--- config.mk ---
export PLATFORM = sky130hd
export DESIGN_NAME = utf16le_to_utf8_transcoder_top
export DESIGN_NICKNAME = d
export VERILOG_FILES = /design/src/u16u8_pkg.sv /design/src/u16u8_front.sv /design/src/u16u8_fifo.sv /design/src/u16u8_back.sv /design/src/utf16le_to_utf8_transcoder_top.sv
export VERILOG_INCLUDE_DIRS = /design/src /design/src/src
export SDC_FILE = /design/constraint.sdc
export NUM_CORES = 1
export LEC_CHECK = 0
export BUFFER_PORTS_ARGS = -buffer_cell sky130_fd_sc_hd__buf_4
export CORE_ASPECT_RATIO = 0.8
export CORE_MARGIN = 2
export CORE_UTILIZATION = 40
export CTS_CLUSTER_DIAMETER = 200
export CTS_CLUSTER_SIZE = 30
export DETAILED_ROUTE_END_ITERATION = 8
export PLACE_DENSITY_LB_ADDON = 0.05
export SLEW_MARGIN = 20
export SYNTH_ARGS = -nofsm -noshare
export SYNTH_HDL_FRONTEND = slang
export SYNTH_SLANG_ARGS = --single-unit
--- constraint.sdc ---
create_clock -name clk_i -period 6.7 [get_ports clk_i]
set_input_delay 1.34 -clock clk_i [delete_from_list [all_inputs] [get_ports clk_i]]
set_output_delay 1.34 -clock clk_i [all_outputs]
set_load 0.01 [all_outputs]
--- src/assert_macros.svh ---
// Assertion macros shared by the transcoder RTL.
`ifndef ASSERT_MACROS_SVH
`define ASSERT_MACROS_SVH

// Same-cycle implication, disabled while reset is asserted
`define ASSERT_IMPL(lbl, clk, rstn, ante, cons) \
  lbl: assert property (@(posedge clk) disable iff (!(rstn)) (ante) |-> (cons)) \
    else $error("assertion failed: same-cycle implication");

// Next-cycle implication, disabled while reset is asserted
`define ASSERT_NEXT(lbl, clk, rstn, ante, cons) \
  lbl: assert property (@(posedge clk) disable iff (!(rstn)) (ante) |=> (cons)) \
    else $error("assertion failed: next-cycle implication");

`endif

--- src/u16u8_pkg.sv ---
// Types, constants and encoding helpers for the UTF-16LE to UTF-8 transcoder.
package u16u8_pkg;

  // Surrogate ranges
  localparam logic [15:0] HI_SUR_FIRST = 16'hD800;
  localparam logic [15:0] HI_SUR_LAST  = 16'hDBFF;
  localparam logic [15:0] LO_SUR_FIRST = 16'hDC00;
  localparam logic [15:0] LO_SUR_LAST  = 16'hDFFF;
  localparam logic [20:0] SUPP_BASE    = 21'h10000;

  // Default depth of the job queue between front and back
  localparam int JOB_Q_DEPTH = 2;

  typedef struct packed {
    logic [15:0] code_unit;
    logic        last_unit;
  } in_item_t;

  typedef struct packed {
    logic [7:0] out_byte;
    logic       run_last;
  } out_item_t;

  // One queued job: an optional flushed high surrogate, then an optional code point
  typedef struct packed {
    logic        has_lead;
    logic [9:0]  lead_bits;
    logic [20:0] cp;
    logic [2:0]  cp_len;   // 0 when there is no code point
  } job_t;

  // Number of UTF-8 bytes for a code point
  function automatic logic [2:0] utf8_len(input logic [20:0] cp);
    logic [2:0] len;
    if (cp < 21'h80) begin
      len = 3'd1;
    end else if (cp < 21'h800) begin
      len = 3'd2;
    end else if (cp < SUPP_BASE) begin
      len = 3'd3;
    end else begin
      len = 3'd4;
    end
    return len;
  endfunction

  // Byte number idx of the UTF-8 encoding of cp, whose length is len
  function automatic logic [7:0] utf8_byte(input logic [20:0] cp, input logic [2:0] len,
                                           input logic [1:0] idx);
    logic [7:0] b;
    b = {2'b10, cp[5:0]};
    case (len)
      3'd1: b = {1'b0, cp[6:0]};
      3'd2: begin
        case (idx)
          2'd0:    b = {3'b110, cp[10:6]};
          default: b = {2'b10, cp[5:0]};
        endcase
      end
      3'd3: begin
        case (idx)
          2'd0:    b = {4'b1110, cp[15:12]};
          2'd1:    b = {2'b10, cp[11:6]};
          default: b = {2'b10, cp[5:0]};
        endcase
      end
      3'd4: begin
        case (idx)
          2'd0:    b = {5'b11110, cp[20:18]};
          2'd1:    b = {2'b10, cp[17:12]};
          2'd2:    b = {2'b10, cp[11:6]};
          default: b = {2'b10, cp[5:0]};
        endcase
      end
      default: b = {2'b10, cp[5:0]};
    endcase
    return b;
  endfunction

endpackage

--- src/u16u8_front.sv ---
// Front end: accepts code units, pairs surrogates and builds byte-run jobs.
`include "assert_macros.svh"

module u16u8_front
  import u16u8_pkg::*;
(
  input  logic     clk_i,
  input  logic     rst_ni,
  input  logic     push,
  output logic     full,
  input  in_item_t in_item_i,
  input  logic     q_full_i,
  output logic     job_push_o,
  output job_t     job_o
);

  logic       held_q, held_d;
  logic [9:0] lead_q, lead_d;
  logic       accept;
  logic       is_hi, is_lo;
  logic       keep_new;
  logic [20:0] pair_cp;

  assign full   = q_full_i;
  assign accept = push && !q_full_i;

  // Classify the incoming unit
  assign is_hi = (in_item_i.code_unit >= HI_SUR_FIRST) && (in_item_i.code_unit <= HI_SUR_LAST);
  assign is_lo = (in_item_i.code_unit >= LO_SUR_FIRST) && (in_item_i.code_unit <= LO_SUR_LAST);
  assign keep_new = is_hi && !in_item_i.last_unit;
  assign pair_cp  = {1'b0, lead_q, in_item_i.code_unit[9:0]} + SUPP_BASE;

  // Job building and held-surrogate update
  always_comb begin
    held_d     = held_q;
    lead_d     = lead_q;
    job_o      = '0;
    job_push_o = 1'b0;
    if (accept) begin
      if (held_q && is_lo) begin
        held_d       = 1'b0;
        job_o.cp     = pair_cp;
        job_o.cp_len = 3'd4;
        job_push_o   = 1'b1;
      end else begin
        job_o.has_lead  = held_q;
        job_o.lead_bits = lead_q;
        if (keep_new) begin
          held_d = 1'b1;
          lead_d = in_item_i.code_unit[9:0];
        end else begin
          held_d       = 1'b0;
          job_o.cp     = {5'b0, in_item_i.code_unit};
          job_o.cp_len = utf8_len({5'b0, in_item_i.code_unit});
        end
        job_push_o = held_q || !keep_new;
      end
    end
  end

  always_ff @(posedge clk_i or negedge rst_ni) begin
    if (!rst_ni) begin
      held_q <= 1'b0;
      lead_q <= '0;
    end else begin
      held_q <= held_d;
      lead_q <= lead_d;
    end
  end

  // A final unit never leaves a surrogate held
  `ASSERT_NEXT(a_last_flushes, clk_i, rst_ni, accept && in_item_i.last_unit, !held_q)

endmodule

--- src/u16u8_fifo.sv ---
// Short job queue between the front end and the byte emitter.
`include "assert_macros.svh"

module u16u8_fifo
  import u16u8_pkg::*;
#(
  parameter int Depth = JOB_Q_DEPTH
) (
  input  logic clk_i,
  input  logic rst_ni,
  input  logic wr_i,
  input  job_t wr_data_i,
  output logic full_o,
  input  logic rd_i,
  output logic empty_o,
  output job_t rd_data_o
);

  localparam int PtrW = (Depth > 1) ? $clog2(Depth) : 1;
  localparam int CntW = $clog2(Depth + 1);

  job_t            mem_q [Depth];
  logic [PtrW-1:0] wp_q, rp_q;
  logic [CntW-1:0] cnt_q;
  logic            wr_en, rd_en;

  assign full_o    = (cnt_q == CntW'(Depth));
  assign empty_o   = (cnt_q == '0);
  assign wr_en     = wr_i && !full_o;
  assign rd_en     = rd_i && !empty_o;
  assign rd_data_o = mem_q[rp_q];

  // Storage
  always_ff @(posedge clk_i) begin
    if (wr_en) begin
      mem_q[wp_q] <= wr_data_i;
    end
  end

  // Pointers and fill count
  always_ff @(posedge clk_i or negedge rst_ni) begin
    if (!rst_ni) begin
      wp_q  <= '0;
      rp_q  <= '0;
      cnt_q <= '0;
    end else begin
      if (wr_en) begin
        wp_q <= (wp_q == PtrW'(Depth - 1)) ? '0 : wp_q + 1'b1;
      end
      if (rd_en) begin
        rp_q <= (rp_q == PtrW'(Depth - 1)) ? '0 : rp_q + 1'b1;
      end
      if (wr_en && !rd_en) begin
        cnt_q <= cnt_q + 1'b1;
      end else if (rd_en && !wr_en) begin
        cnt_q <= cnt_q - 1'b1;
      end
    end
  end

  `ASSERT_IMPL(a_cnt_range, clk_i, rst_ni, 1'b1, cnt_q <= CntW'(Depth))
  `ASSERT_NEXT(a_cnt_grows, clk_i, rst_ni, wr_en && !rd_en, cnt_q == $past(cnt_q) + 1'b1)

endmodule

--- src/u16u8_back.sv ---
// Back end: walks each job byte by byte into the result register.
`include "assert_macros.svh"

module u16u8_back
  import u16u8_pkg::*;
(
  input  logic      clk_i,
  input  logic      rst_ni,
  input  logic      q_empty_i,
  input  job_t      q_data_i,
  output logic      q_pop_o,
  output logic      empty,
  input  logic      pop,
  output out_item_t out_item_o
);

  job_t       job_q, job_d;
  logic       job_valid_q, job_valid_d;
  logic [2:0] idx_q, idx_d;
  logic       out_valid_q, out_valid_d;
  out_item_t  out_q, out_d;

  logic [2:0]  lead_len, run_len, idx2;
  logic        in_lead, at_end, advance;
  logic [20:0] lead_cp;
  logic [7:0]  cur_byte;

  assign empty      = !out_valid_q;
  assign out_item_o = out_q;
  assign advance    = !out_valid_q || pop;

  // Position within the current run
  assign lead_len = job_q.has_lead ? 3'd3 : 3'd0;
  assign run_len  = lead_len + job_q.cp_len;
  assign in_lead  = job_q.has_lead && (idx_q < 3'd3);
  assign idx2     = idx_q - lead_len;
  assign at_end   = (idx_q == run_len - 3'd1);
  assign lead_cp  = 21'(HI_SUR_FIRST) | 21'(job_q.lead_bits);
  assign cur_byte = in_lead ? utf8_byte(lead_cp, 3'd3, idx_q[1:0])
                            : utf8_byte(job_q.cp, job_q.cp_len, idx2[1:0]);

  // One byte per cycle on advance; reload from the queue at run end
  always_comb begin
    job_d       = job_q;
    job_valid_d = job_valid_q;
    idx_d       = idx_q;
    out_d       = out_q;
    out_valid_d = out_valid_q && !pop;
    q_pop_o     = 1'b0;
    if (advance && job_valid_q) begin
      out_d.out_byte = cur_byte;
      out_d.run_last = at_end;
      out_valid_d    = 1'b1;
      idx_d          = idx_q + 3'd1;
    end
    if (!job_valid_q || (advance && at_end)) begin
      q_pop_o     = !q_empty_i;
      job_valid_d = !q_empty_i;
      job_d       = q_data_i;
      idx_d       = '0;
    end
  end

  always_ff @(posedge clk_i) begin
    job_q <= job_d;
    out_q <= out_d;
  end

  always_ff @(posedge clk_i or negedge rst_ni) begin
    if (!rst_ni) begin
      job_valid_q <= 1'b0;
      idx_q       <= '0;
      out_valid_q <= 1'b0;
    end else begin
      job_valid_q <= job_valid_d;
      idx_q       <= idx_d;
      out_valid_q <= out_valid_d;
    end
  end

  `ASSERT_IMPL(a_run_nonzero, clk_i, rst_ni, job_valid_q, run_len != 3'd0)
  `ASSERT_IMPL(a_idx_in_run, clk_i, rst_ni, job_valid_q, idx_q < run_len)

endmodule

--- src/utf16le_to_utf8_transcoder_top.sv ---
// Top level of the UTF-16LE to UTF-8 transcoder.
// Takes one UTF-16 code unit per item and delivers its UTF-8 bytes one per result, with
// run_last on the final byte an item causes. A high surrogate that is not the final unit
// is held and yields nothing until the next item; a following low surrogate completes a
// four-byte sequence, anything else flushes the held surrogate as three bytes first. The
// result side carries one byte per cycle while the result register is empty or popped; an
// item yields 0 to 4 bytes, and up to 6 when a held surrogate is flushed. Input is taken
// every cycle while the job queue (JobQDepth entries) has room; the first byte of an item
// passes through the queue, then the job register and the result register of the emitter.
module utf16le_to_utf8_transcoder_top
  import u16u8_pkg::*;
#(
  parameter int JobQDepth = JOB_Q_DEPTH
) (
  input  logic      clk_i,
  input  logic      rst_ni,
  input  logic      push,
  output logic      full,
  input  in_item_t  in_item_i,
  output logic      empty,
  input  logic      pop,
  output out_item_t out_item_o
);

  logic q_full, q_empty, q_pop, job_push;
  job_t job_in, job_out;

  u16u8_front u_front (
    .clk_i      (clk_i),
    .rst_ni     (rst_ni),
    .push       (push),
    .full       (full),
    .in_item_i  (in_item_i),
    .q_full_i   (q_full),
    .job_push_o (job_push),
    .job_o      (job_in)
  );

  u16u8_fifo #(
    .Depth (JobQDepth)
  ) u_fifo (
    .clk_i     (clk_i),
    .rst_ni    (rst_ni),
    .wr_i      (job_push),
    .wr_data_i (job_in),
    .full_o    (q_full),
    .rd_i      (q_pop),
    .empty_o   (q_empty),
    .rd_data_o (job_out)
  );

  u16u8_back u_back (
    .clk_i      (clk_i),
    .rst_ni     (rst_ni),
    .q_empty_i  (q_empty),
    .q_data_i   (job_out),
    .q_pop_o    (q_pop),
    .empty      (empty),
    .pop        (pop),
    .out_item_o (out_item_o)
  );

endmodule
# After elaboration in Yosys (flattened, before gate mapping)
# Memory sizes are Yosys's and may differ from the RTL's. A register that Yosys moved wholly into a read port is not among the register bits.
# Index checks and enable logic that the tools add are counted.
# totals
reg_bits,29
ramBits,70
out_inout_bits,11
word_cells,95
memories,1
# op_classes
n_addsub,9
n_lt_le_gt_ge,7
n_eq_ne,9
mux,27
bitwise_logic,1
reduce_logical,31
# mem_list
memory,words,width,rd,rd_clocked_by_memory_dff,wr,line_no,text
u_fifo.mem_q,2,35,1,1,1,u16u8_fifo.sv:22,job_t mem_q [Depth];
# ops
cell,n
2-to-1 mux 35 bit,1
greater-or-equal comparator 16 bit (second input constant),2
less-or-equal comparator 16 bit (second input constant),2
case mux 8 bit (4 select lines),1
case mux 7 bit (2 select lines),2
2-to-1 mux 24 bit,1
adder 20 x 17 -> 21 bit (second input constant),1
case mux 7 bit (3 select lines),1
2-to-1 mux 19 bit,1
< comparator 16 x 12 -> 1 bit (second input constant),1
< comparator 16 x 8 -> 1 bit (second input constant),1
logical AND 1 bit,13
2-to-1 mux 1 bit,11
2-to-1 mux 11 bit,1
logical NOT 1 bit,9
2-to-1 mux 3 bit,3
2-to-1 mux 8 bit,1
2-to-1 mux 7 bit,1
equality test 3 x 2 -> 1 bit (second input constant),2
logical NOT 2 bit,3
2-to-1 mux 2 bit,3
equality test 2 x 1 -> 1 bit (second input constant),2
equality test 2 bit (second input constant),2
nonzero test 2 bit,2
14 further kinds,17

# Logic depth before layout (Yosys ltp)
# depth
word_depth,12
depth_mapped,12

# By module
# Synthesis repeated with hierarchy kept, for this count alone.
# hier_totals
hier_cells,387
area_unflattened_um2,6059.6
# modules_own_cells
module,n_inst,cells_per_inst,area_per_inst_um2,seq_area_each_um2
u16u8_fifo,1,128,2872.8,2202.1
u16u8_back,1,175,2285.9,1446.4
u16u8_front,1,84,900.9,275.3

# Worst setup path after synthesis
# OpenSTA, ideal clock, no wires.
# synth_timing
kind,input -> register
from,input in_item_i[13] (netlist name)
to,memory u_fifo.mem_q[0][0] (netlist name) (enable)
setup_time_ps,431
arrival_time_ps,3355
setup_slack_ps,2914
path_stages,4
cell_sequence,nor3b_2 nand2_1 o21a_1 nor2b_1
# synth_between
elab_chain_cells,10
word_cells_on_any_way,15
cone_classes,order compare: 4; mux: 4; reduce/logical: 7
# synth_rtl
item,line_no,text
"start, declared",utf16le_to_utf8_transcoder_top.sv:19,"input in_item_t in_item_i,"
greater-or-equal comparator 16 bit / less-or-equal comparator 16 bit (equally long branches),u16u8_front.sv:28,assign is_hi = (in_item_i.code_unit >= HI_SUR_FIRST) && (in_item_i.code_unit <= HI_SUR_LAST);
logical AND 1 bit,u16u8_front.sv:28,
logical AND 1 bit,u16u8_front.sv:30,assign keep_new = is_hi && !in_item_i.last_unit;
logical NOT 1 bit,u16u8_front.sv:56,job_push_o = held_q || !keep_new;
logical OR 1 bit,u16u8_front.sv:56,
2-to-1 mux 1 bit *,u16u8_front.sv:40,if (held_q && is_lo) begin
2-to-1 mux 1 bit *,u16u8_front.sv:39,if (accept) begin
logical AND 1 bit *,u16u8_fifo.sv:29,assign wr_en = wr_i && !full_o;
net u_fifo.wr_en,u16u8_fifo.sv:25,"logic wr_en, rd_en;"
2-to-1 mux 1 bit *,u16u8_fifo.sv:35,if (wr_en) begin
2-to-1 mux 1 bit (not written as such) *,u16u8_fifo.sv:36,mem_q[wp_q] <= wr_data_i;
"end, declared",u16u8_fifo.sv:22,
# Mark *: on every way through the listed nets, which the timed path passes. The rest lies on a longest branch.

# Worst setup path after layout
# layout_timing
from,"register, netlist name u_back.job_q[34]"
to,register u_fifo.cnt_q[1]
# layout_between
elab_chain_cells,11
word_cells_on_any_way,13
cone_classes,add/sub: 2; eq/ne: 1; mux: 3; reduce/logical: 7
# layout_rtl
item,line_no,text
2-to-1 mux 2 bit *,u16u8_back.sv:33,assign lead_len = job_q.has_lead ? 3'd3 : 3'd0;
adder 3 bit *,u16u8_back.sv:34,assign run_len = lead_len + job_q.cp_len;
subtractor 3 x 1 -> 3 bit *,u16u8_back.sv:37,assign at_end = (idx_q == run_len - 3'd1);
equality test 3 bit *,u16u8_back.sv:37,
logical AND 1 bit *,u16u8_back.sv:56,if (!job_valid_q || (advance && at_end)) begin
logical OR 1 bit *,u16u8_back.sv:56,
2-to-1 mux 1 bit *,u16u8_back.sv:56,
logical AND 1 bit *,u16u8_fifo.sv:30,assign rd_en = rd_i && !empty_o;
logical NOT 1 bit,u16u8_fifo.sv:53,if (wr_en && !rd_en) begin
logical AND 1 bit,u16u8_fifo.sv:53,
2-to-1 mux 2 bit / nonzero test 2 bit (equally long branches),--,
"end signal, assigned",u16u8_fifo.sv:54,cnt_q <= cnt_q + 1'b1;
"end signal, assigned",u16u8_fifo.sv:56,cnt_q <= cnt_q - 1'b1;
"end, declared",u16u8_fifo.sv:24,logic [CntW-1:0] cnt_q;
# Every way passes the cells marked *; elsewhere a longest branch is shown, timed or not.
# A chain may end at the register's enable or synchronous reset.

==> metrics <==
Startpoint Class register; gpl congestion approximately 0.82; Post-CTS Resized 0; Reg-to-Reg Start u_back.job_q[34]; core area 14250 µm²; top_reg_cell synth edfxtp_1; number of global-route vias before repair roughly 3.3k; Critical Path Fanout Max 37; Seq/Total Area, Yosys 67.30%; most frequent cells in the layout edfxtp_1, mux2_2, buf_4, nor2_1, dfrtp_1; DR pass1 iterations 6; Num CTS Buffers 17; fin crit share between 40% and 50%; Final Hold Vio Count 0; Final Skew 0.007079 ns; min cycle time layout 3.132 ns; CTS Hold Bufs 0; Initial Utilization 40.92%; drt total wl 11910 µm; Power Density 524.9 nW/µm²; CP Capture Type register; TritonCTS clock tree done; largest net degree at the start of global routing 38; Final ANT Viol Nets 0; Min-Delay Path Class reg -> reg; root buf cell clkbuf_16; Async SR Flop Fraction 14.93%; crit path kind reg -> reg; n_diodes 0; mapped cell area ~5800 µm²; register bit total from synthesis 134; Post-Syn Nets 422; Yosys cell types 50; Reg clk slew, reported paths 0.06 ns; launch point of the worst path u_back.job_q[34]; Yosys Warn Count 0; run status finished clean; Rel. slew slack between 20% and 30%; Hold WS 0.5199 ns; Post-CTS Setup Bufs 0; Die X-Extent 139.0 µm; Max Fclk 0.3192 GHz; RSZ-0062 raised after global routing no; Post-synth EDFFs 114; H-Tree Depth 4; Final nets 463; layout cell share with drive strength beyond 1 a little over a quarter; GRT Total Usage between 10% and 20%; Pleak 0.002620 µW; initial drt markers 258; Max IR drop VDD 0.2175 mV; Port Buffer Count 31; DR vias/cell 5.190; Fin Setup TNS 0 ns; Max clock buf depth 2; endpoints failing setup 0; height of the chip 112.0 µm; num rows 39; DP Wirelength slightly above 8000 µm; final-layout fill cell count 1265; clock latency on the worst-skew pair between 0.4 and 0.5 ns; die area 15560 µm²; total of max-cap violations 0; Final Max Tran Viols 0; Worst Path Arrival 3.47 ns; DRC 0; first-pass GRT wire length 18890 µm; initial antenna violation count 0; hold_sp u_front.lead_q[3]; Vias 3270; most common cell after layout, fill and taps aside edfxtp_1; Crit path required time 7.04 ns; io pins 32; Synth Instances 392; worst slew pin tran roughly 1.1 ns; CTS sink count 134; synthesized area per cell 14.87 µm²; area delta synth->final 17.34%; gr ovfl total 0; DR WL/cell 18.90 µm
synthesized netlist by cell type, types with 4 or more instances:
library cell	instances	area [µm²]
a21oi_1	13	65.06
a221oi_1	4	35.03
a22oi_1	4	30.03
and2_1	13	81.33
and3_1	11	68.82
buf_2	4	20.02
clkbuf_1	6	22.52
dfrtp_1	20	500.5
edfxtp_1	114	3423
ha_1	9	112.6
inv_1	15	56.30
mux2_2	45	506.7
mux2i_1	12	120.1
nand2_1	14	52.55
nand3_1	8	40.04
nor2_1	26	97.59
o211a_1	5	50.05
o21ai_0	5	25.02
o22ai_1	4	25.02
xnor2_1	9	78.83
xor2_1	5	43.79
where the power goes:
group	switching, µW	internal, µW
Sequential	151	1330
Clock	355	521
Combinational	728	511
worst max-delay path, cell delays in order (launching register included):
cell      delay [ns]
edfxtp_1        0.45
inv_1           0.13
ha_1            0.29
inv_1           0.04
ha_1            0.19
xnor2_1         0.14
xnor2_1         0.26
a31o_2          0.19
buf_4           0.40
o21ai_0         0.28
ha_1            0.28
xor2_1          0.14
nor2_1          0.11
xor2_1          0.14
final timing paths:
kind / slack [ns] / cells after the start / to
max in group asynchronous: 5.66 / 1 / u_front.lead_q[8]
max: 3.57 / 13 / u_fifo.cnt_q[1]
min reg2reg: 0.52 / 1 / u_front.lead_q[3]
max reg2reg: 3.57 / 13 / u_fifo.cnt_q[1]
min: 0.52 / 1 / u_front.lead_q[3]
min in group asynchronous: 0.81 / 1 / u_fifo.cnt_q[0]
routing by layer:
metal	wire [µm]	global-route usage (%)
met4	167	5.993
met1	6152	24.39
met2	5119	23.25
met3	469	4.301
met5	0	0
final cells by class:
| type | count | area (µm²) | share of cell area (%) |
|---|---|---|---|
| multi-input cells | 229 | 1783 | 26.06 |
| clock buffers | 18 | 439.2 | 6.419 |
| flip-flops and latches | 134 | 3924 | 57.35 |
| well taps | 184 | 230.2 | 3.365 |
| inverters | 15 | 56.30 | 0.8230 |
| clock inverters | 14 | 126.4 | 1.847 |
| repair buffers | 36 | 282.8 | 4.133 |
logic make-up after synthesis:
family / after synthesis / synth area share, %
buffers and inverters: 29 / 2.253
muxes: 57 / 10.75
adders and majority gates: 9 / 1.931
and+or+nand+nor: 93 / 8.391
DFF: 134 / 67.30
AOI/OAI and AO/OA: 55 / 6.867
xor gates and xnor gates: 15 / 2.511
state kept, by name (all words and copies together) (netlist names):
signal,count
u_back.idx_q,3
u_back.job_q,35
u_back.job_valid_q,1
u_back.out_item_o,9
u_back.out_valid_q,1
u_fifo.cnt_q,2
u_fifo.mem_q,70
u_fifo.rp_q,1
u_fifo.wp_q,1
u_front.held_q,1
u_front.lead_q,10
stage by stage:
stage / total power, µW / cell area (µm²) / instances / util [%] / setup slack (ns)
after global routing: 3828 / 6842 / 630 / 48.02 / 3.242
after floorplan: 2374 / 5831 / 392 / - / 2.914
after CTS: 3630 / 6822 / 629 / 47.88 / 3.487
after detailed placement: 2741 / 6256 / 597 / 43.91 / 3.168
final: 3591 / 6842 / 630 / 48.02 / 3.568
after global placement: 2731 / 6256 / 597 / 43.91 / 3.255
(Power assumes the default switching activity.)
